[src/sv/hsv_color_adjust_macros.svh]
// Assertion macros shared by the HSV color adjust block.
// Needs nothing else; included by the files that hold assertions.
`ifndef HSV_COLOR_ADJUST_MACROS_SVH
`define HSV_COLOR_ADJUST_MACROS_SVH

// Same-cycle implication, disabled while reset is asserted.
`define HSVC_ASSERT_NOW(lbl, clk, rst_n, ante, cons, msg) \
  lbl: assert property (@(posedge clk) disable iff (!rst_n) (ante) |-> (cons)) \
    else $error(msg);

// Next-cycle implication, disabled while reset is asserted.
`define HSVC_ASSERT_NEXT(lbl, clk, rst_n, ante, cons, msg) \
  lbl: assert property (@(posedge clk) disable iff (!rst_n) (ante) |=> (cons)) \
    else $error(msg);

`endif

[src/sv/hsvc_pkg.sv]
// Shared types, constants and tables of the HSV color adjust block.
// Depends on nothing; used by every module of the block but hsvc_div.
package hsvc_pkg;

  localparam int CH_W   = 8;
  localparam int FRAC   = 4;
  localparam int MAXC   = (1 << CH_W) - 1;
  localparam int DEG60  = 60 << FRAC;
  localparam int TURN   = 6 * DEG60;
  localparam int FULL   = 100 << FRAC;

  localparam int V_W    = 11;   // value and saturation, 0..FULL
  localparam int H_W    = 13;   // hue, 0..TURN
  localparam int K_W    = 10;   // shift from sector center, 0..DEG60
  localparam int ROT_W  = 14;
  localparam int OFS_W  = 12;
  localparam int CFG_W  = 14;

  // Forward dividers: saturation and hue offset.
  localparam int SNUM_W = 20;
  localparam int SDEN_W = CH_W + 1;
  localparam int SQ_W   = 11;

  // Back conversion, rounded division by FULL^2 * DEG60 = 600000 << 3F.
  // The low 3F bits are dropped first, then the division by 600000 is a
  // multiplication by ceil(2^48 / 600000), exact for a 28-bit dividend.
  localparam int CNUM_W = 40;
  localparam int CDEN_W = 32;
  localparam logic [CDEN_W-1:0] CDEN = 32'd2457600000;
  localparam logic [CNUM_W-1:0] CHALF = 40'd1228800000;
  localparam int CSHIFT  = 3 * FRAC;
  localparam int CREC_W  = 29;
  localparam int CREC_SH = 48;
  localparam logic [CREC_W-1:0] CREC = 29'd469124962;
  localparam int CH_STAGES = 4;

  localparam logic [1:0] CFG_HUE_ROT = 2'd0;
  localparam logic [1:0] CFG_SAT_OFF = 2'd1;
  localparam logic [1:0] CFG_VAL_OFF = 2'd2;

  typedef enum logic [1:0] {SEC_RED, SEC_GREEN, SEC_BLUE} sector_t;

  typedef struct packed {
    sector_t sector;
    logic    plus;
    logic    gray;
    logic    black;
  } hue_info_t;

  typedef struct packed {
    logic [V_W-1:0] v;
    hue_info_t      info;
  } side_t;

  typedef logic [V_W-1:0] vlut_t [1 << CH_W];

  // Rounded value of each channel maximum, full scale FULL.
  function automatic vlut_t build_vlut();
    vlut_t t;
    for (int i = 0; i < (1 << CH_W); i++) begin
      t[i] = V_W'((2 * FULL * i + MAXC) / (2 * MAXC));
    end
    return t;
  endfunction

  localparam vlut_t V_LUT = build_vlut();

endpackage

[src/sv/hsvc_chan.sv]
// Back conversion of one channel: exact product, then rounded division by a
// reciprocal multiplication. Depends on hsvc_pkg.
module hsvc_chan (
  input  logic                                clk,
  input  logic [hsvc_pkg::CH_STAGES-1:0]      en,
  input  logic [hsvc_pkg::V_W-1:0]            s,
  input  logic [hsvc_pkg::V_W-1:0]            v,
  input  logic [hsvc_pkg::K_W-1:0]            k,
  output logic [hsvc_pkg::CH_W-1:0]           chan
);

  localparam int A_W = hsvc_pkg::V_W + hsvc_pkg::CH_W;
  localparam int B_W = 21;
  localparam int X_W = hsvc_pkg::CNUM_W - hsvc_pkg::CSHIFT;
  localparam int P_W = X_W + hsvc_pkg::CREC_W;

  logic [A_W-1:0] a_r;
  logic [B_W-1:0] b_r;
  logic [hsvc_pkg::CNUM_W-1:0] n_r;
  logic [P_W-1:0] p_r;
  logic [hsvc_pkg::CH_W-1:0] q_r;

  always_ff @(posedge clk) begin
    if (en[0]) begin
      a_r <= A_W'(v) * A_W'(hsvc_pkg::MAXC);
      b_r <= B_W'(hsvc_pkg::V_W'(hsvc_pkg::FULL) - s) * B_W'(hsvc_pkg::DEG60)
             + B_W'(s) * B_W'(k);
    end
    if (en[1]) begin
      n_r <= hsvc_pkg::CNUM_W'(a_r) * hsvc_pkg::CNUM_W'(b_r) + hsvc_pkg::CHALF;
    end
    if (en[2]) begin
      p_r <= P_W'(n_r[hsvc_pkg::CNUM_W-1:hsvc_pkg::CSHIFT]) * P_W'(hsvc_pkg::CREC);
    end
    if (en[3]) begin
      // The quotient never exceeds full intensity.
      q_r <= p_r[hsvc_pkg::CREC_SH +: hsvc_pkg::CH_W];
    end
  end

  assign chan = q_r;

endmodule

[config.mk]
export PLATFORM = sky130hd
export DESIGN_NAME = hsvc_chan
export DESIGN_NICKNAME = d
export VERILOG_FILES = /design/src/sv/hsv_color_adjust_macros.svh /design/src/sv/hsvc_pkg.sv /design/src/sv/hsvc_chan.sv
export SDC_FILE = /design/constraint.sdc
export NUM_CORES = 2
export LEC_CHECK = 0
export ABC_AREA = 1
export BUFFER_PORTS_ARGS = -buffer_cell sky130_fd_sc_hd__buf_2
export CAP_MARGIN = 20
export CELL_PAD_IN_SITES_DETAIL_PLACEMENT = 1
export CELL_PAD_IN_SITES_GLOBAL_PLACEMENT = 1
export CORE_MARGIN = 2
export CORE_UTILIZATION = 25
export CTS_BUF_LIST = sky130_fd_sc_hd__clkbuf_8 sky130_fd_sc_hd__clkbuf_16
export DETAILED_ROUTE_END_ITERATION = 16
export PLACE_DENSITY = 0.59
export SLEW_MARGIN = 5
export SYNTH_ARGS = -nofsm -noshare
export SYNTH_HDL_FRONTEND = slang
export SYNTH_SLANG_ARGS = --single-unit
[constraint.sdc]
create_clock -name clk -period 21.3 [get_ports clk]
set_clock_uncertainty 0.1 [all_clocks]
set_input_delay 4.26 -clock clk [delete_from_list [all_inputs] [get_ports clk]]
set_output_delay 4.26 -clock clk [all_outputs]
set_load 0.005 [all_outputs]
==> flow_metrics.env <==
export IMPL_cts_buffers=9
export IMPL_final_cells=6348
export IMPL_synth_seq_cells=84
export IMPL_synth_async_reset_ratio_pct=0
export IMPL_rsz0062_at_grt="no"
export IMPL_drt_iter0_drc=1011
export IMPL_grt_ovfl_total=0
export IMPL_hold_end="chan[3]"
export IMPL_clockBufferDepth=2
export IMPL_finalHoldViolCount=0
export IMPL_pin_count=45
export IMPL_criticalPathCategory="input pin to flip-flop"
export IMPL_dp_cells=6328
export IMPL_synth_area_um2=37400
export IMPL_routabilityCongestion=0.881
export IMPL_drive_above_1_share_pct=2.90
export IMPL_finalCriticalPeriod_ns=10.20
export IMPL_drc=0
export IMPL_syn_area_per_cell_um2=8.41
export IMPL_min_path_cells=0
export IMPL_grt_antenna_before_repair=2
export IMPL_final_setup_viol_count=0
export IMPL_regToRegSetupSlack_ns=14.33
export IMPL_rows=141
export IMPL_cp_arrival_ns=10.26
export IMPL_drt_wl_total_um=104000
export IMPL_nets=5737
export IMPL_grt_pass1_wl_um=172000
export IMPL_max_stage_delay_ns=0.55
export IMPL_synth_commonest_cells="inv_1, nand2_1, fa_1"
export IMPL_drv_slew=0
export IMPL_cts_num_sinks=84
export IMPL_holdWs_ns=0.325
export IMPL_initial_core_util_pct=25.3
export IMPL_cp_required_ns=21.36
export IMPL_dr_wl_met3_um=2200
export IMPL_track_usage_pct=14.4
export IMPL_hpwlAfterDp_um=93000
export IMPL_yosys_area_top_type="fa_1"
export IMPL_routed_top_layer="met5"
export IMPL_synthDistinctLibCells=47
export IMPL_grt_max_degree=41
export IMPL_final_util_pct=27.1
export IMPL_worstPathMaxFanout=17
export IMPL_cp_end_kind="flip-flop"
export IMPL_wire_per_inst_um=16.5
export IMPL_vias_per_cell=4.26
export IMPL_insertion_delay_ns=0.42
export IMPL_tns_ns=0
export IMPL_ff2ff_path_depth=20
export IMPL_fp_coreArea_um2=148000
export IMPL_min_from="p_r[51]"
export IMPL_die_h_um=391
export IMPL_synth_flop_cell="edfxtp_1"
export IMPL_yosys_warnings=0
export IMPL_wl_met2_um=51700
export IMPL_cap_violations=0
export IMPL_fillers=17704
export IMPL_r2r_start="b_r[13]"
export IMPL_num_vias=27072
export IMPL_syn2layout_area_growth_pct=7.29
export IMPL_status="finished, final reports clean"
export IMPL_drtPass1Iterations=7
export IMPL_slowest_stage="fa_1"
export IMPL_hold_class="flip-flop to flip-flop"
export IMPL_finalCritPeriodShare_pct=47.9
export IMPL_max_freq_mhz=98.0
export IMPL_met1_length_um=49200
export IMPL_synth_nets=5776
export IMPL_ctsHoldBuffers=0
export IMPL_critPathBufInv=6
export IMPL_cts_setup_buffers=0
export IMPL_syn_inst=4452
export IMPL_grt_pass1_vias=31177
export IMPL_diodes=0
export IMPL_ctsResizeCount=0
export IMPL_die_area_um2=153000
export IMPL_clk_pin_slew_ns=0.07
export IMPL_synth_top_area_share_pct=41.1
export IMPL_critPathTopFamily="adder cells"
export IMPL_worstMarginPinSlew_ns=1.17
export IMPL_cts_root_buffer="clkbuf_16"
export IMPL_synth_edff_count=84
export IMPL_rr_endpoint="n_r[39]"
export IMPL_start_kind="input pin"
export IMPL_cts_htree_levels=3
export IMPL_yosysSeqAreaShare_pct=6.74
export IMPL_yosysMostFrequentCell="inv_1"
export IMPL_synth_area_top_cells="fa_1, ha_1, inv_1"
export IMPL_cts_tree="done"
export IMPL_maxSlewHeadroom_pct=21.9
export IMPL_die_x_um=391
export IMPL_port_buffers=44
export IMPL_drtAntennaViolNets=0
[per-stage QoR]
stage / instance area [µm²] / setup slack [ns]
floorplan: 37400 / 11.42
global placement: 39700 / 10.75
detailed placement: 39700 / 10.75
CTS: 40000 / 11.16
global route: 40200 / 10.59
finish: 40200 / 11.10
[layout by cell type, fill, tap and decap left out, types with 2 or more instances in the layout]
cell type / count
a21boi_0: 4
a21boi_1: 4
a21o_1: 17
a21oi_1: 134
a31oi_1: 6
and3_1: 2
buf_16: 4
buf_2: 44
buf_4: 9
bufinv_16: 2
clkbuf_16: 9
edfxtp_1: 84
fa_1: 768
ha_1: 519
inv_1: 1432
inv_2: 6
inv_6: 3
nand2_1: 841
nand2_2: 25
nand2_4: 3
nand3_1: 69
nand3_2: 4
nand3b_1: 2
nand4_1: 18
nor2_1: 132
nor2_2: 6
nor2_4: 3
nor3_1: 31
nor4_1: 5
o211ai_1: 2
o21a_1: 9
o21ai_0: 60
o21ai_1: 9
o21ai_2: 2
o21ai_4: 2
o21bai_1: 30
o311ai_0: 2
o31ai_1: 4
xnor2_1: 38
xor2_1: 64
[layout make-up]
class	count	area (µm²)	share of cell area, %
Multi-Input combinational cell	2823	29100	72.5
Inverter	1438	5400	13.4
Sequential cell	84	2520	6.28
Tap cell	1930	2410	6.01
Timing Repair Buffer	57	398	0.991
Clock buffer	9	225	0.561
Clock inverter	7	105	0.262
[cells by family (layout without fill, tap and decap cells)]
kind of cell / Yosys count / count (layout) / synth area share, %
buffers and inverters: 1545 / 1511 / 15.5
adders and majority gates: 1287 / 1287 / 58.4
xor gates and xnor gates: 102 / 102 / 2.39
DFF: 84 / 84 / 6.74
and+or+nand+nor: 1146 / 1146 / 12.5
AOI/OAI and AO/OA: 288 / 288 / 4.47
[state kept, by name, summed over array words and instances, names as in the netlist]
signal / flops
n_r: 28
chan: 8
a_r: 19
b_r: 21
p_r: 8
[layer usage]
layer | up-vias | GRT usage, %
li1 | 12833 | -
met5 | - | 0
met1 | 13935 | 19.3
met2 | 240 | 25.6
met3 | 62 | 1.08
met4 | 2 | 2.32
[how the worst max path moves through the flow]
stage	from	to	cells after the start
floorplan	s[0]	b_r[17]	28
global placement	s[0]	b_r[20]	28
detailed placement	s[0]	b_r[20]	28
CTS	s[0]	b_r[20]	28
global route	s[0]	b_r[20]	28
finish	s[0]	b_r[20]	28
Power is not shown: default switching activity piles up to over one toggle a cycle in this logic, so the estimate is an artifact.
