### src/sv/hsv_color_adjust_macros.svh
// Assertion macros shared by the HSV color adjust block.
// Needs nothing else; included by the files that hold assertions.
`ifndef HSV_COLOR_ADJUST_MACROS_SVH
`define HSV_COLOR_ADJUST_MACROS_SVH

// Same-cycle implication, disabled while reset is asserted.
`define HSVC_ASSERT_NOW(lbl, clk, rst_n, ante, cons, msg) \
  lbl: assert property (@(posedge clk) disable iff (!rst_n) (ante) |-> (cons)) \
    else $error(msg);

// Next-cycle implication, disabled while reset is asserted.
`define HSVC_ASSERT_NEXT(lbl, clk, rst_n, ante, cons, msg) \
  lbl: assert property (@(posedge clk) disable iff (!rst_n) (ante) |=> (cons)) \
    else $error(msg);

`endif

### src/sv/hsvc_pkg.sv
// Shared types, constants and tables of the HSV color adjust block.
// Depends on nothing; used by every module of the block but hsvc_div.
package hsvc_pkg;

  localparam int CH_W   = 8;
  localparam int FRAC   = 4;
  localparam int MAXC   = (1 << CH_W) - 1;
  localparam int DEG60  = 60 << FRAC;
  localparam int TURN   = 6 * DEG60;
  localparam int FULL   = 100 << FRAC;

  localparam int V_W    = 11;   // value and saturation, 0..FULL
  localparam int H_W    = 13;   // hue, 0..TURN
  localparam int K_W    = 10;   // shift from sector center, 0..DEG60
  localparam int ROT_W  = 14;
  localparam int OFS_W  = 12;
  localparam int CFG_W  = 14;

  // Forward dividers: saturation and hue offset.
  localparam int SNUM_W = 20;
  localparam int SDEN_W = CH_W + 1;
  localparam int SQ_W   = 11;

  // Back conversion, rounded division by FULL^2 * DEG60 = 600000 << 3F.
  // The low 3F bits are dropped first, then the division by 600000 is a
  // multiplication by ceil(2^48 / 600000), exact for a 28-bit dividend.
  localparam int CNUM_W = 40;
  localparam int CDEN_W = 32;
  localparam logic [CDEN_W-1:0] CDEN = 32'd2457600000;
  localparam logic [CNUM_W-1:0] CHALF = 40'd1228800000;
  localparam int CSHIFT  = 3 * FRAC;
  localparam int CREC_W  = 29;
  localparam int CREC_SH = 48;
  localparam logic [CREC_W-1:0] CREC = 29'd469124962;
  localparam int CH_STAGES = 4;

  localparam logic [1:0] CFG_HUE_ROT = 2'd0;
  localparam logic [1:0] CFG_SAT_OFF = 2'd1;
  localparam logic [1:0] CFG_VAL_OFF = 2'd2;

  typedef enum logic [1:0] {SEC_RED, SEC_GREEN, SEC_BLUE} sector_t;

  typedef struct packed {
    sector_t sector;
    logic    plus;
    logic    gray;
    logic    black;
  } hue_info_t;

  typedef struct packed {
    logic [V_W-1:0] v;
    hue_info_t      info;
  } side_t;

  typedef logic [V_W-1:0] vlut_t [1 << CH_W];

  // Rounded value of each channel maximum, full scale FULL.
  function automatic vlut_t build_vlut();
    vlut_t t;
    for (int i = 0; i < (1 << CH_W); i++) begin
      t[i] = V_W'((2 * FULL * i + MAXC) / (2 * MAXC));
    end
    return t;
  endfunction

  localparam vlut_t V_LUT = build_vlut();

endpackage

### src/sv/hsvc_fwd.sv
// Forward stage: sorts the channels, looks up value, sets up both dividers.
// Depends on hsvc_pkg.
module hsvc_fwd (
  input  logic                         clk,
  input  logic                         en,
  input  logic [hsvc_pkg::CH_W-1:0]    red,
  input  logic [hsvc_pkg::CH_W-1:0]    green,
  input  logic [hsvc_pkg::CH_W-1:0]    blue,
  output logic [hsvc_pkg::SNUM_W-1:0]  snum,
  output logic [hsvc_pkg::SDEN_W-1:0]  sden,
  output logic [hsvc_pkg::SNUM_W-1:0]  onum,
  output logic [hsvc_pkg::SDEN_W-1:0]  oden,
  output hsvc_pkg::side_t              side
);

  logic [hsvc_pkg::CH_W-1:0] mx, mn, md, diff, dmid;
  hsvc_pkg::side_t side_nxt;
  logic [hsvc_pkg::SNUM_W-1:0] snum_nxt, onum_nxt;

  always_comb begin
    mx = (red > green) ? red : green;
    if (blue > mx) mx = blue;
    mn = (red < green) ? red : green;
    if (blue < mn) mn = blue;
    md = hsvc_pkg::CH_W'((hsvc_pkg::CH_W + 2)'(red) + (hsvc_pkg::CH_W + 2)'(green)
         + (hsvc_pkg::CH_W + 2)'(blue) - (hsvc_pkg::CH_W + 2)'(mx)
         - (hsvc_pkg::CH_W + 2)'(mn));
    diff = mx - mn;
    dmid = md - mn;
    side_nxt.v = hsvc_pkg::V_LUT[mx];
    side_nxt.info.gray  = (mx == mn);
    side_nxt.info.black = (mx == '0);
    if (mx == red) begin
      side_nxt.info.sector = hsvc_pkg::SEC_RED;
      side_nxt.info.plus   = (md == green);
    end else if (mx == green) begin
      side_nxt.info.sector = hsvc_pkg::SEC_GREEN;
      side_nxt.info.plus   = (md == blue);
    end else begin
      side_nxt.info.sector = hsvc_pkg::SEC_BLUE;
      side_nxt.info.plus   = (md == red);
    end
    snum_nxt = hsvc_pkg::SNUM_W'(diff) * hsvc_pkg::SNUM_W'(2 * hsvc_pkg::FULL)
               + hsvc_pkg::SNUM_W'(mx);
    onum_nxt = hsvc_pkg::SNUM_W'(dmid) * hsvc_pkg::SNUM_W'(2 * hsvc_pkg::DEG60)
               + hsvc_pkg::SNUM_W'(diff);
  end

  always_ff @(posedge clk) begin
    if (en) begin
      snum <= snum_nxt;
      sden <= {mx, 1'b0};
      onum <= onum_nxt;
      oden <= {diff, 1'b0};
      side <= side_nxt;
    end
  end

endmodule

### config.mk
export PLATFORM = sky130hd
export DESIGN_NAME = hsvc_fwd
export DESIGN_NICKNAME = d
export VERILOG_FILES = /design/src/sv/hsv_color_adjust_macros.svh /design/src/sv/hsvc_pkg.sv /design/src/sv/hsvc_fwd.sv
export SDC_FILE = /design/constraint.sdc
export NUM_CORES = 1
export LEC_CHECK = 0
export BUFFER_PORTS_ARGS = -buffer_cell sky130_fd_sc_hd__buf_2
export CORE_MARGIN = 4
export CORE_UTILIZATION = 35
export DETAILED_ROUTE_END_ITERATION = 6
export PLACE_DENSITY_LB_ADDON = 0.2
export SLEW_MARGIN = 40
export SYNTH_ARGS = -nofsm -noshare
export SYNTH_HDL_FRONTEND = slang
export SYNTH_SLANG_ARGS = --single-unit
### constraint.sdc
create_clock -name clk -period 11.5 [get_ports clk]
set_input_delay 2.3 -clock clk [delete_from_list [all_inputs] [get_ports clk]]
set_output_delay 2.3 -clock clk [all_outputs]
set_load 0.03 [all_outputs]
==> impl_metrics.py <==
metrics = {
    "status": {
        "status": "completed",
    },
    "placed_design": {
        "numPortBuffers": 97,
        "dp_hpwl_mm": 22.04,
        "routabilityCongestion": 0.9144,
    },
    "synth": {
        "synth_edf_count": 58,
        "synth_flop_cell": "edfxtp_1",
        "ys_types": 78,
        "synth_top_area_share_pct": 18.67,
        "synth_area_leader_cell": "edfxtp_1",
        "synthTopCellsByArea": "edfxtp_1, ha_1, fa_1, xnor2_1, a21oi_1",
        "synthTopCellsByCount": "inv_1, ha_1, a21oi_1",
        "synth.avg_cell_area_sq_um": 8.269,
        "yosysSeqAreaShare_pct": 18.67,
        "syn_inst": 1128,
        "yosys_warnings": 0,
        "syn_area_sq_um": 9328,
        "yosys.cell_count.top_type": "inv_1",
        "synthArstFlopShare_pct": 0,
        "ys_seq_elements": 58,
    },
    "cts": {
        "cts-root-buf": "clkbuf_16",
        "clkSinkCount": 58,
        "clkSlewWorstSetupHoldPaths_ns": 0.07,
        "cts_buffers": 9,
        "postCtsHoldBufs": 0,
        "htree_levels": 3,
        "cts_tree": "yes",
        "cts_buffer_depth": 2,
    },
    "flow_run": {
        "cap_violations": 0,
    },
    "drt": {
        "vias": 8948,
        "drt-initial-drc-count": 918,
        "routed_via_density": 5.725,
        "drc": 0,
        "drt_wl_total_mm": 29.71,
        "ant_nets": 0,
        "wire_per_inst_microns": 19.01,
        "firstDrtPassIters": 6,
    },
    "floorplanning": {
        "die_y_microns": 171.3,
        "start_util_pct": 35.69,
        "num_io_pins": 100,
        "rows": 59,
        "chipWidth_microns": 171.3,
        "core_sq_um": 26130,
        "die_area_sq_um": 29330,
    },
    "global_routing": {
        "grt_pass1_vias": 8480,
        "overflow": 0,
        "antenna_found_initial": 0,
        "grt_pass1_wl_mm": 46.77,
        "grt_max_degree": 72,
        "grt_util_all_layers_pct": 19.79,
    },
    "timing": {
        "fmax_ghz": 0.08960,
        "relSlewSlack_pct": 47.99,
        "worst_slew_pin_slew_ns": 0.7746,
        "rsz0062_at_grt": "no",
        "maxSlewViolCount": 0,
        "fin_crit_sh_pct": 97.05,
        "hold_viol_final": 0,
        "setup_violations": 0,
        "layout_min_cycle_time_ns": 11.16,
        "hold_ws_ns": 2.661,
    },
    "setup_path": {
        "path_buf_inv": 6,
        "crit_path_start": "green[1]",
        "crit_path_max_fanout": 6,
        "worst-setup-path-type": "in -> reg",
        "critPathSlowestCell": "fa_1",
        "worstSetupEndpointType": "register",
        "crit_family": "adder cells",
        "cp_slowest_stage_delay_ns": 0.58,
        "endpoint": "onum[18]$_DFFE_PP_",
        "worstSetupPathDepth": 38,
        "cp-start-kind": "input pin",
        "arrival_ns": 11.25,
        "crit_required_ns": 11.59,
        "crit_path_frequent_cell": "fa_1",
    },
    "layout": {
        "finalNetCount": 1393,
        "n_antenna_cell": 0,
        "drive_gt1_share_pct": 18.97,
        "area_growth_pct": 16.20,
    },
    "worst_hold_path": {
        "hold_path_class": "in -> reg",
    },
}
[per-layer routing]
| metal | routed length, microns | track usage (%) | up-vias |
|---|---|---|---|
| li1 | - | - | 4248 |
| met1 | 13650 | 28.77 | 4239 |
| met2 | 13350 | 30.84 | 399 |
| met3 | 1970 | 2.298 | 62 |
| met4 | 737 | 6.132 | 0 |
| met5 | 0 | 0 | - |
[logic make-up after synthesis]
kind of cell             Yosys count  share of synthesized area, %
multiplexers                      41                         4.668
AO/OA/AOI/OAI                    326                         23.65
flip-flops                        58                         18.67
adder cells (fa/ha/maj)          144                         22.13
other                              1                       0.04020
AND/OR/NAND/NOR                  269                         13.17
buffers and inverters            196                         8.934
XOR/XNOR                          93                         8.732
[layout by cell type (no fill, tap or decap), types with 19 or more instances in the layout]
cell type,synthesis,final
xor2_1,36,34
buf_2,11,97
nand3_1,35,35
ha_1,109,106
nand2_1,82,81
mux2i_1,30,29
fa_1,35,35
o211ai_1,19,19
nor3_1,26,24
edfxtp_1,58,58
buf_4,17,69
xnor2_1,57,55
a21o_1,19,19
a21oi_1,93,86
nor2_1,77,77
inv_1,110,109
o21ai_0,51,49
[state kept, by name, indices dropped and copies added, names as in the netlist]
signal / cells
side: 16
onum: 20
snum: 20
sden: 1
oden: 1
[worst min-delay path: stages]
cell      delay (ns)
buf_2           0.11
inv_1           0.07
buf_4           0.13
or2_0           0.13
a311oi_1        0.09
[final cells by class]
type | instances | area, sq um
clock inverter | 4 | 42.54
tap | 335 | 419.2
clock buffer | 12 | 236.5
timing repair buffer | 166 | 1003
sequential | 58 | 1742
fill | 2689 | 15290
multi-input combinational | 875 | 6957
inverter | 113 | 439.2
[metrics by stage]
| stage | worst slack (ns) | util, % | instances | cell area (sq um) | TNS, ns |
|---|---|---|---|---|---|
| global placement | 0.08748 | 40.23 | 1545 | 10510 | 0 |
| finish | 0.3389 | 41.48 | 1563 | 10840 | 0 |
| floorplan | 0.006408 | - | 1129 | 9549 | 0 |
| global route | 0.008167 | 41.48 | 1563 | 10840 | 0 |
| detailed placement | -0.03002 | 40.23 | 1545 | 10510 | -0.03180 |
| CTS | 0.3318 | 41.30 | 1561 | 10790 | 0 |
[worst min-delay path by stage]
stage	cells past startpoint	from	to	slack (ns)
detailed placement	1	snum[14]$_DFFE_PP_	snum[14]	2.78
global placement	1	onum[10]$_DFFE_PP_	onum[10]	2.78
global route	5	green[7]	side[2]$_DFFE_PP_	2.69
finish	5	green[7]	side[2]$_DFFE_PP_	2.66
CTS	5	green[7]	side[2]$_DFFE_PP_	2.64
floorplan	0	en	oden[8]$_DFFE_PP_	2.41
[repair_timing]
action	in CTS	in global routing
setup endpoints to repair	0	3
setup buffers	0	2
gates resized for setup	0	9
Power is left out: the tool's default activity adds up to more than one toggle a clock period on the data nets, which glitch-free logic cannot reach.
