$ cat src/sv/hsv_color_adjust_macros.svh
// Assertion macros shared by the HSV color adjust block.
// Needs nothing else; included by the files that hold assertions.
`ifndef HSV_COLOR_ADJUST_MACROS_SVH
`define HSV_COLOR_ADJUST_MACROS_SVH

// Same-cycle implication, disabled while reset is asserted.
`define HSVC_ASSERT_NOW(lbl, clk, rst_n, ante, cons, msg) \
  lbl: assert property (@(posedge clk) disable iff (!rst_n) (ante) |-> (cons)) \
    else $error(msg);

// Next-cycle implication, disabled while reset is asserted.
`define HSVC_ASSERT_NEXT(lbl, clk, rst_n, ante, cons, msg) \
  lbl: assert property (@(posedge clk) disable iff (!rst_n) (ante) |=> (cons)) \
    else $error(msg);

`endif

$ cat src/sv/hsvc_div.sv
// Pipelined restoring divider, one quotient bit per stage.
// Depends on nothing; the quotient must fit in QW bits.
module hsvc_div #(
  parameter int NW = 20,
  parameter int DW = 9,
  parameter int QW = 11
) (
  input  logic          clk,
  input  logic [QW-1:0] en,
  input  logic [NW-1:0] num,
  input  logic [DW-1:0] den,
  output logic [QW-1:0] quo
);

  localparam int RW = (NW > DW + QW) ? NW : DW + QW;

  logic [RW-1:0] rem_r [QW-1];
  logic [DW-1:0] den_r [QW-1];
  logic [QW-1:0] q_r   [QW];

  for (genvar j = 0; j < QW; j++) begin : g_stage
    logic [RW-1:0] rem_in;
    logic [DW-1:0] den_in;
    logic [QW-1:0] q_in;
    logic [RW:0]   trial;

    if (j == 0) begin : g_first
      assign rem_in = RW'(num);
      assign den_in = den;
      assign q_in   = '0;
    end else begin : g_next
      assign rem_in = rem_r[j-1];
      assign den_in = den_r[j-1];
      assign q_in   = q_r[j-1];
    end

    assign trial = {1'b0, rem_in} - ((RW + 1)'(den_in) << (QW - 1 - j));

    always_ff @(posedge clk) begin
      if (en[j]) begin
        q_r[j] <= {q_in[QW-2:0], ~trial[RW]};
      end
    end

    if (j < QW - 1) begin : g_carry
      always_ff @(posedge clk) begin
        if (en[j]) begin
          rem_r[j] <= trial[RW] ? rem_in : trial[RW-1:0];
          den_r[j] <= den_in;
        end
      end
    end
  end

  assign quo = q_r[QW-1];

endmodule

$ cat config.mk
export PLATFORM = sky130hd
export DESIGN_NAME = hsvc_div
export DESIGN_NICKNAME = d
export VERILOG_FILES = /design/src/sv/hsv_color_adjust_macros.svh /design/src/sv/hsvc_div.sv
export SDC_FILE = /design/constraint.sdc
export NUM_CORES = 1
export LEC_CHECK = 0
export ABC_AREA = 1
export BUFFER_PORTS_ARGS = -buffer_cell sky130_fd_sc_hd__buf_2
export CAP_MARGIN = 20
export CELL_PAD_IN_SITES_DETAIL_PLACEMENT = 0
export CELL_PAD_IN_SITES_GLOBAL_PLACEMENT = 1
export CORE_ASPECT_RATIO = 0.6
export CORE_MARGIN = 2
export CORE_UTILIZATION = 40
export CTS_CLUSTER_DIAMETER = 40
export CTS_CLUSTER_SIZE = 28
export DETAILED_ROUTE_END_ITERATION = 8
export HOLD_SLACK_MARGIN = 0.02
export PLACE_DENSITY_LB_ADDON = 0.3
export SKIP_CTS_REPAIR_TIMING = 1
export SYNTH_ARGS = -nofsm -noshare
export SYNTH_HDL_FRONTEND = slang
export SYNTH_SLANG_ARGS = --single-unit
$ cat constraint.sdc
create_clock -name clk -period 5.8 [get_ports clk]
set_clock_uncertainty 0.15 [all_clocks]
set_input_delay 0.58 -clock clk [delete_from_list [all_inputs] [get_ports clk]]
set_output_delay 0.58 -clock clk [all_outputs]
set_load 0.05 [all_outputs]
==> results of run 1 <==
routing by layer:
metal / routed length (um) / up-vias / part of all wire (%) / global-route usage [%]
met1: 25400 / 6070 / 57 / 32.3
li1: - / 6723 / - / -
met5: 0 / - / 0 / 0
met3: 3470 / 46 / 7.8 / 3.67
met2: 14900 / 393 / 34 / 21.7
met4: 578 / 0 / 1.3 / 3.30
metrics by stage:
step | std cells | util (%)
global route | 2723 | 44.9
global placement | 2657 | 42.2
detailed placement | 2657 | 42.2
finish | 2723 | 44.9
CTS | 2723 | 44.9
floorplan | 1980 | -
logic make-up (layout without fill, tap and decap cells):
group           Yosys count  after routing  share of synthesized area [%]
compound gates          185            185                           5.69
flops                   356            356                           55.7
buf+inv                 321            424                           6.90
simple gates            962            962                           22.1
xor+xnor                 48             48                           2.19
fa+ha+maj               108            108                           7.43
flip-flops by register name, indices dropped and copies added (netlist names):
signal,flops
q_r,66
rem_r,200
den_r,90
cells in the mapped netlist, drive strengths merged (14+ instances only):
library cell	number
a21oi	93
buf	14
edfxtp	356
ha	98
inv	307
nand2	604
nand3	114
nand3b	27
nand4	25
nor2	153
nor3	18
o21ai	82
or2	15
xnor2	21
xor2	27
power by group:
part / internal (mW) / switching [mW] / leakage (nW)
clock network: 1.32 / 1.19 / 0.626
registers: 3.41 / 0.376 / 3.43
logic: 0.955 / 1.73 / 5.20
total: 5.69 / 3.30 / 9.25
final timing paths:
check / from / endpoint / slack (ns) / cells past startpoint
hold reg to reg: rem_r[2][2] / rem_r[3][2] / 0.24 / 0
setup reg to reg: den_r[5][0] / rem_r[6][10] / 3.14 / 12
hold / removal: num[1] / rem_r[0][1] / 0.05 / 1
setup / recovery: den_r[5][0] / rem_r[6][10] / 3.14 / 12
critical path: stages (launching register included):
cell and delay [ns]:
edfxtp_1 0.44, ha_1 0.24, fa_1 0.41, inv_1 0.11, nand3_1 0.09, nand3_2 0.11, nand2_1 0.10, nand2_1 0.10
nand2_2 0.09, nand2_4 0.13, inv_2 0.18, nand2_1 0.12, o21ai_1 0.08
cell type report:
type,instances,area [um^2],share of cell area [%]
Inverter,307,1160,5.43
Clock buffer,37,926,4.33
Sequential cell,356,10700,50.0
Timing Repair Buffer,51,255,1.19
Clock inverter,29,369,1.73
Tap cell,640,801,3.74
Multi-Input combinational cell,1303,7190,33.6
==> results.tsv, run 1 <==
stage	metric	value	unit
outcome	status	completed	
place	portBuffers	51	
synthesis	synth_nets	2129	
timing	holdWs	0.0497	ns
global_routing	grt_max_degree	40	
final_layout	layout_commonest_cell	nand2_1	
synthesis	syn_area	0.0192	mm^2
global_routing	gr-total-overflow	0	
power_and_ir_drop	p_leak	9.25	nW
synthesis	yosysSeqAreaShare	55.7	%
clock_tree	numClockSinks	356	
detailed_routing	drtIter0Drc	1022	
place	dpl-instance-area	0.0201	mm^2
synthesis	synthTopCellsByArea	edfxtp_1, nand2_1, ha_1	
worst_setup_path	cp_max_fo	20	
final_layout	syn_to_final_growth	11.4	%
clock_tree	clk_pin_slew	0.08	ns
synthesis	ys_ff_latch	356	
power_and_ir_drop	power.total	8.98	mW
global_routing	grt_use_total	18.3	%
detailed_routing	drt_first_pass_iters	6	
worst_setup_path	crit_arrival	2.76	ns
clock_tree	clk_latency	0.56	ns
worst_setup_path	start_kind	flip-flop	
synthesis	yosysTopAreaCell	edfxtp_1	
synthesis	synth_top_area_share	55.7	%
detailed_routing	avgViaCountPerCell	4.86	
global_routing	grt_pass1_wl	70600	um
clock_tree	cts_tree	built	
timing	finalCritPeriodShare	45.8	%
final_layout	final_area	0.0214	mm^2
final_layout	layout_common_cells	nand2_1, edfxtp_1, inv_1, nor2_1, nand3_1	
synthesis	ys_async_sr_fraction	0	%
final_layout	fill_cells	4531	
timing	setup_viol	0	
clock_tree	root_buffer	clkbuf_16	
worst_setup_path	critPathKind	reg2reg	
final_layout	nNetsFinal	2205	
timing	tightest_slew	0.911	ns
place	dp_slack	3.12	ns
floorplan	ios	52	
floorplan	dieArea	0.0498	mm^2
detailed_routing	routedWlPerCell	16.3	um
timing	hold_viol	0	
synthesis	netlist_instances	1980	
synthesis	synth_edf_count	356	
detailed_routing	ant_nets	0	
synthesis	ys_warn_count	0	
timing	relSlewSlack	39.2	%
global_routing	grt_antenna_before_repair	1	
power_and_ir_drop	ir_drop	276	uV
timing	tns	0	ns
detailed_routing	drc	0	
floorplan	initial_core_util	40.3	%
flow_run	drv_cap	0	
final_layout	drive_gt1_share	10.8	%
power_and_ir_drop	power_density	420	mW/mm^2
worst_setup_path	required	5.90	ns
clock_tree	cts_max_level	2	
clock_tree	clockBufferDepth	3	
floorplan	die_h	174	um
floorplan	std_cell_rows	62	
timing	finalCriticalPeriod	2.66	ns
timing	slew_viol_final	0	
final_layout	n_antenna_cell	0	
synthesis	synthFlopType	edfxtp_1	
detailed_routing	vias	13200	
timing	rsz0062_at_grt	no	
clock_tree	cts_buffers	37	
floorplan	core	0.0476	mm^2
worst_hold_path	hold_class	in2reg	
global_routing	grt_pass1_vias	12400	
timing	fmax	0.377	GHz
synthesis	avgSynthCellArea	9.70	um^2
place	gp_congestion	0.869	
detailed_routing	postRouteWirelength	44400	um
timing	layout_setup_ws	3.14	ns
synthesis	synth_cell_type_count	44	
place	dp_hpwl	34800	um
worst_setup_path	cp-end-kind	flip-flop	
floorplan	die_x	287	um
No activity file was read; power rests on OpenSTA's default activity.
==> run 2: changes to the inputs <==
==> constraint.sdc (replaced) <==
create_clock -name clk -period 2.8 [get_ports clk]
set_clock_uncertainty 0.15 [all_clocks]
set_input_delay 0.28 -clock clk [delete_from_list [all_inputs] [get_ports clk]]
set_output_delay 0.28 -clock clk [all_outputs]
set_load 0.05 [all_outputs]
==> run 2 against run 1 <==
Cell count is 1.5% higher; critical path type unchanged; register-to-register slack worse by 2.9 ns; via count increased by 2.0%; sequential share of layout area down 1.2 points; worst hold slack worse by 0.021 ns; critical path depth is 2 lower; largest power group unchanged; first-iteration DRC count up 43%; non-clock buffer count is 33 higher; routed wire length is 2.3% higher; final area up 2.4%; highest routed layer is now met5; largest cell class unchanged.
==> results.tsv, run 2 (synthesis results as in run 1) <==
stage	metric	value	unit	change
outcome	status	completed		
clock_tree	cts_tree	built		
detailed_routing	drtIter0Drc	1463		+43%
detailed_routing	vias	13500		+2.0%
clock_tree	clk_latency	0.56	ns	about the same
power_and_ir_drop	ir_drop	408	uV	+48%
final_layout	fill_cells	4480		-1.1%
global_routing	grt_antenna_before_repair	1		unchanged
clock_tree	clk_pin_slew	0.08	ns	about the same
final_layout	regMostFlops	rem_r		
final_layout	largest_reg_flops	200		unchanged
worst_setup_path	cp_slowest_stage_delay	0.44	ns	about the same
final_layout	nNetsFinal	2242		+1.7%
worst_setup_path	crit_arrival	2.70	ns	-0.06 ns
worst_setup_path	crit_slowest_cell	fa_1		
place	portBuffers	51		unchanged
timing	hold_viol	0		unchanged
flow_run	drv_cap	0		unchanged
worst_hold_path	hold_class	in2reg		
global_routing	grt_pass1_wl	71800	um	+1.7%
worst_setup_path	cp-end-kind	flip-flop		
floorplan	ios	52		unchanged
clock_tree	numClockSinks	356		unchanged
global_routing	gr-total-overflow	0		unchanged
final_layout	layout_common_cells	nand2_1, edfxtp_1, inv_1, nor2_1, nand3_1		
place	dp_hpwl	35400	um	+1.7%
floorplan	initial_core_util	40.3	%	unchanged
worst_setup_path	cp_num_buf_inv	1		-1
floorplan	die_x	287	um	unchanged
detailed_routing	drt_first_pass_iters	6		unchanged
worst_setup_path	critPathKind	reg2reg		
clock_tree	cts_buffers	40		+8.1%
floorplan	die_h	174	um	unchanged
power_and_ir_drop	power_density	877	mW/mm^2	+110%
final_layout	n_antenna_cell	0		unchanged
detailed_routing	routedWlPerCell	16.4	um	+0.78%
place	dp_slack	0.238	ns	-2.89 ns
final_layout	syn_to_final_growth	14.0	%	
floorplan	core	0.0476	mm^2	unchanged
worst_setup_path	required	2.93	ns	-2.97 ns
global_routing	grt_pass1_vias	12700		+2.6%
final_layout	multi_input_area	0.00721	mm^2	+0.21%
final_layout	reg_top3	rem_r (200), den_r (90), q_r (66)		
timing	slew_viol_final	0		unchanged
detailed_routing	ant_nets	0		unchanged
floorplan	dieArea	0.0498	mm^2	unchanged
timing	rsz0062_at_grt	no		
timing	layout_setup_ws	0.229	ns	-2.92 ns
worst_setup_path	cp_top_family	adder cells		
detailed_routing	postRouteWirelength	45400	um	+2.3%
timing	holdWs	0.0291	ns	-0.0206 ns
worst_setup_path	start_kind	flip-flop		
timing	tightest_slew	0.907	ns	-0.00393 ns
detailed_routing	avgViaCountPerCell	4.89		+0.56%
clock_tree	clockBufferDepth	3		unchanged
place	gp_congestion	0.884		+1.8%
timing	tns	0	ns	unchanged
timing	fmax	0.389	GHz	+3.3%
final_layout	seq_area	0.0107	mm^2	unchanged
floorplan	std_cell_rows	62		unchanged
timing	setup_viol	0		unchanged
worst_setup_path	cpMostUsedCell	nand2_2		
clock_tree	cts_max_level	2		unchanged
timing	finalCritPeriodShare	91.8	%	+46 points
global_routing	grt_max_degree	40		unchanged
power_and_ir_drop	p_leak	9.47	nW	+2.4%
timing	relSlewSlack	39.5	%	+0.26 points
worst_setup_path	cp_max_fo	10		-50%
final_layout	layout_commonest_cell	nand2_1		
clock_tree	root_buffer	clkbuf_16		
timing	finalCriticalPeriod	2.57	ns	-0.0841 ns
global_routing	grt_use_total	18.5	%	+0.28 points
detailed_routing	drc	0		unchanged
worst_setup_path	path_cells	ha_1 -> fa_1 -> o21ai_2 -> nand2_2 -> nand2_2 -> nand2_2 -> nand2_4 -> inv_2 -> nand2_1 -> nand2_1		
final_layout	drive_gt1_share	11.2	%	+0.36 points
-- run 2: cell types whose count changed in the layout (fill, tap and decap cells not counted), sizes merged, moves of 2 or more --
cell,delta
clkinv,+6
inv,-4
dlygate4sd3,+29
clkbuf,+3
buf,+4
bufinv,+2
-- run 2: path summary, 6_finish.rpt --
check,to,slack [ns],start,depth (start not counted)
hold reg to reg,q_r[7][3],0.25,q_r[6][2],0
hold / removal,rem_r[0][19],0.03,num[19],5
setup / recovery,rem_r[4][13],0.23,den_r[3][0],10
setup reg to reg,rem_r[4][13],0.23,den_r[3][0],10
-- run 2: worst reg2reg max path, cell delays in order (launching register included) --
cell	delay, ns
edfxtp_1	0.43
ha_1	0.25
fa_1	0.44
o21ai_2	0.24
nand2_2	0.11
nand2_2	0.09
nand2_2	0.08
nand2_4	0.14
inv_2	0.12
nand2_1	0.08
nand2_1	0.15
-- run 2: area by class of cell --
cell class | instances | area share, %
Clock buffer | 40 | 4.57
Clock inverter | 32 | 2.13
Inverter | 307 | 5.31
Multi-Input combinational cell | 1304 | 32.9
Sequential cell | 356 | 48.8
Tap cell | 640 | 3.66
Timing Repair Buffer | 84 | 2.63
-- run 2: report_power, final --
group          switching [mW]  internal (mW)  leakage, nW
Combinational            3.66           2.02         5.34
Sequential              0.791           7.07         3.43
Clock                    2.56           3.11        0.704
-- run 2: routing by layer --
layer | GRT usage [%] | wire length [um]
met5 | 2.40 | 166
met4 | 3.45 | 654
met3 | 5.55 | 4390
met2 | 21.7 | 15300
met1 | 31.7 | 24900
-- run 2: per-stage QoR --
step	std cells	power, mW	instance area [um^2]	util (%)
floorplan	1980	11.8	19200	-
global placement	2661	13.5	20100	42.3
detailed placement	2661	13.5	20100	42.3
CTS	2733	19.2	21600	45.3
global route	2763	20.5	21900	46.0
finish	2763	19.2	21900	46.0
==> run 3: changes to the inputs <==
--- a/config.mk
+++ b/config.mk
@@ -5,12 +5,10 @@
 export SDC_FILE = /design/constraint.sdc
 export NUM_CORES = 1
 export LEC_CHECK = 0
-export ABC_AREA = 1
 export BUFFER_PORTS_ARGS = -buffer_cell sky130_fd_sc_hd__buf_2
 export CAP_MARGIN = 20
 export CELL_PAD_IN_SITES_DETAIL_PLACEMENT = 0
 export CELL_PAD_IN_SITES_GLOBAL_PLACEMENT = 1
-export CORE_ASPECT_RATIO = 0.6
 export CORE_MARGIN = 2
 export CORE_UTILIZATION = 40
 export CTS_CLUSTER_DIAMETER = 40
==> run 3 against run 2 <==
Via count is 23% lower; flip-flop and latch count unchanged; sequential power shrank 2%; largest power group unchanged; highest routed layer is now met4.
==> results.tsv, run 3 <==
stage	metric	value	unit	change
timing	finalCritPeriodShare	99.7	%	+7.8 points
worst_setup_path	required	2.95	ns	+0.02 ns
final_layout	regMostFlops	rem_r		
global_routing	grt_pass1_wl	48700	um	-32%
global_routing	gr-total-overflow	0		unchanged
detailed_routing	postRouteWirelength	29100	um	-36%
timing	tightest_slew	0.813	ns	-0.0939 ns
global_routing	grt_max_degree	40		unchanged
place	portBuffers	51		unchanged
detailed_routing	drc	0		unchanged
global_routing	met1_usage	13.2	%	-18 points
synthesis	netlist_instances	1306		-34%
power_and_ir_drop	p_switching	5.42	mW	-23%
detailed_routing	drtIter0Drc	390		-73%
final_layout	final_area	0.0210	mm^2	-4.3%
place	dp_slack	-0.0394	ns	-0.278 ns
timing	finalCriticalPeriod	2.79	ns	+0.219 ns
power_and_ir_drop	p_leak	8.14	nW	-14%
final_layout	n_antenna_cell	0		unchanged
place	dpl-instance-area	0.0187	mm^2	-7.2%
synthesis	syn_area	0.0173	mm^2	-9.7%
power_and_ir_drop	power.internal	13.3	mW	+9.1%
global_routing	grt_pass1_vias	10600		-17%
clock_tree	numClockSinks	356		unchanged
power_and_ir_drop	pwr-share-clk	34.0	%	+4.5 points
synthesis	yosysSeqAreaShare	61.6	%	+6.0 points
power_and_ir_drop	p_comb_share	24.9	%	-4.7 points
synthesis	synth_nets	1455		-32%
clock_tree	cts_tree	built		
synthesis	avgSynthCellArea	13.3	um^2	+37%
global_routing	use_met2	26.7	%	+4.9 points
synthesis	yosys-top-cells-count	edfxtp_1, inv_1, ha_1		
timing	relSlewSlack	45.8	%	+6.3 points
worst_setup_path	critPathKind	reg2reg		
outcome	status	completed		
worst_setup_path	cp-end-kind	flip-flop		
timing	hold_viol	0		unchanged
detailed_routing	vias	10400		-23%
clock_tree	clk_latency	0.57	ns	about the same
worst_setup_path	start_kind	flip-flop		
power_and_ir_drop	pwr-share-seq	41.1	%	+0.2 points
global_routing	grt_use_total	13.3	%	-5.2 points
synthesis	ys_warn_count	0		unchanged
final_layout	syn_to_final_growth	20.9	%	
floorplan	die_h	212	um	+22%
flow_run	drv_cap	0		unchanged
final_layout	layout_commonest_cell	edfxtp_1		
worst_hold_path	hold_class	in2reg		
clock_tree	cts_buffers	47		+18%
synthesis	synth_top_area_share	61.6	%	+6.0 points
detailed_routing	drt_first_pass_iters	4		-2
final_layout	layout_common_cells	edfxtp_1, inv_1, ha_1, nor2_1, nand2_1		
timing	rsz0062_at_grt	yes		
synthesis	yosysTopAreaCell	edfxtp_1		
power_and_ir_drop	swShare	28.9	%	-7.5 points
global_routing	grt_antenna_before_repair	0		-1
worst_setup_path	cp_max_fo	12		+2
synthesis	synth_most_common_cell	edfxtp_1		
floorplan	std_cell_rows	76		+23%
synthesis	synth_cell_type_count	76		+73%
worst_setup_path	crit_arrival	2.94	ns	+0.24 ns
synthesis	synth_edf_count	356		unchanged
floorplan	die_x	212	um	-26%
power_and_ir_drop	ir_drop	547	uV	+34%
floorplan	dieArea	0.0451	mm^2	-9.6%
final_layout	nNetsFinal	1635		-27%
timing	fmax	0.358	GHz	-7.9%
detailed_routing	ant_nets	0		unchanged
global_routing	top_usage_layer	met2		
clock_tree	clockBufferDepth	3		unchanged
timing	layout_setup_ws	0.00979	ns	-0.219 ns
power_and_ir_drop	power.total	18.7	mW	-2.4%
detailed_routing	routedWlPerCell	13.8	um	-16%
floorplan	core	0.0430	mm^2	-9.8%
timing	slew_viol_final	0		unchanged
synthesis	ys_async_sr_fraction	0	%	unchanged
floorplan	ios	52		unchanged
floorplan	initial_core_util	40.4	%	+0.042 points
synthesis	ys_ff_latch	356		unchanged
clock_tree	root_buffer	clkbuf_16		
power_and_ir_drop	power_density	894	mW/mm^2	+1.9%
final_layout	drive_gt1_share	19.5	%	+8.3 points
final_layout	largest_reg_flops	200		unchanged
synthesis	synthTopCellsByArea	edfxtp_1, ha_1, inv_1		
synthesis	synthFlopType	edfxtp_1		
clock_tree	cts_max_level	2		unchanged
timing	setup_viol	0		unchanged
clock_tree	clk_pin_slew	0.06	ns	-0.02 ns
final_layout	fin_util	48.8	%	+2.8 points
global_routing	met3_usage	2.78	%	-2.8 points
place	gp_congestion	0.860		-2.7%
final_layout	reg_top3	rem_r (200), den_r (90), q_r (66)		
detailed_routing	avgViaCountPerCell	4.91		+0.48%
place	dp_hpwl	21400	um	-40%
[run 3: kinds of logic (layout without fill, tap and decap cells)]
group,after synthesis,after routing,share of synthesized area (%)
AO/OA/AOI/OAI,259,259,10.0
buffers and inverters,136,354,3.09
adder cells (fa/ha/maj),108,108,8.22
multiplexers,49,49,3.35
AND/OR/NAND/NOR,307,307,9.14
XOR/XNOR,91,91,4.59
flip-flops,356,356,61.6
[run 3: worst paths after layout]
check,start,end,slack [ns],cells past startpoint
setup / recovery,rem_r[8][2],rem_r[9][7],0.01,7
hold / removal,num[18],rem_r[0][18],0.07,4
setup reg to reg,rem_r[8][2],rem_r[9][7],0.01,7
hold reg to reg,rem_r[4][1],rem_r[5][1],0.27,0
[run 3: power groups by stage]
stage | Clock (mW) | Combinational, mW | Sequential [mW]
floorplan | 0 | 3.38 | 7.64
global placement | 0 | 4.41 | 7.80
detailed placement | 0 | 4.48 | 7.81
CTS | 6.54 | 4.51 | 7.70
global route | 6.78 | 5.26 | 7.82
finish | 6.38 | 4.66 | 7.71
[run 3: area by class of cell]
type	count	area [um^2]
Fill cell	3800	22000
Timing Repair Buffer	143	1030
Tap cell	585	732
Clock inverter	39	518
Multi-Input combinational cell	814	6320
Clock buffer	48	1200
Sequential cell	356	10700
Inverter	124	470
[run 3: critical path: stages (launching register included)]
cell and delay, ns:
edfxtp_1 0.40, ha_1 0.30, nor2b_1 0.15, o31a_1 0.29, o211a_1 0.25, or4b_4 0.54, buf_12 0.17, mux2_4 0.28
[run 3: through the flow]
stage          TNS (ns)  std cells  hold slack, ns
2_1_floorplan         0       1306           0.229
3_3_place_gp    -0.0204       1985           0.251
3_5_place_dp     -0.143       1985           0.255
4_1_cts          -0.509       2072          -0.299
5_1_grt          -0.571       2109          0.0961
6_report              0       2109          0.0697
[run 3: metal layers]
| layer | wire length, um | part of all wire (%) | up-vias |
|---|---|---|---|
| li1 | - | - | 5250 |
| met1 | 11200 | 39 | 4919 |
| met2 | 16000 | 55 | 121 |
| met3 | 1030 | 3.5 | 66 |
| met4 | 822 | 2.8 | 0 |
| met5 | 0 | 0 | - |
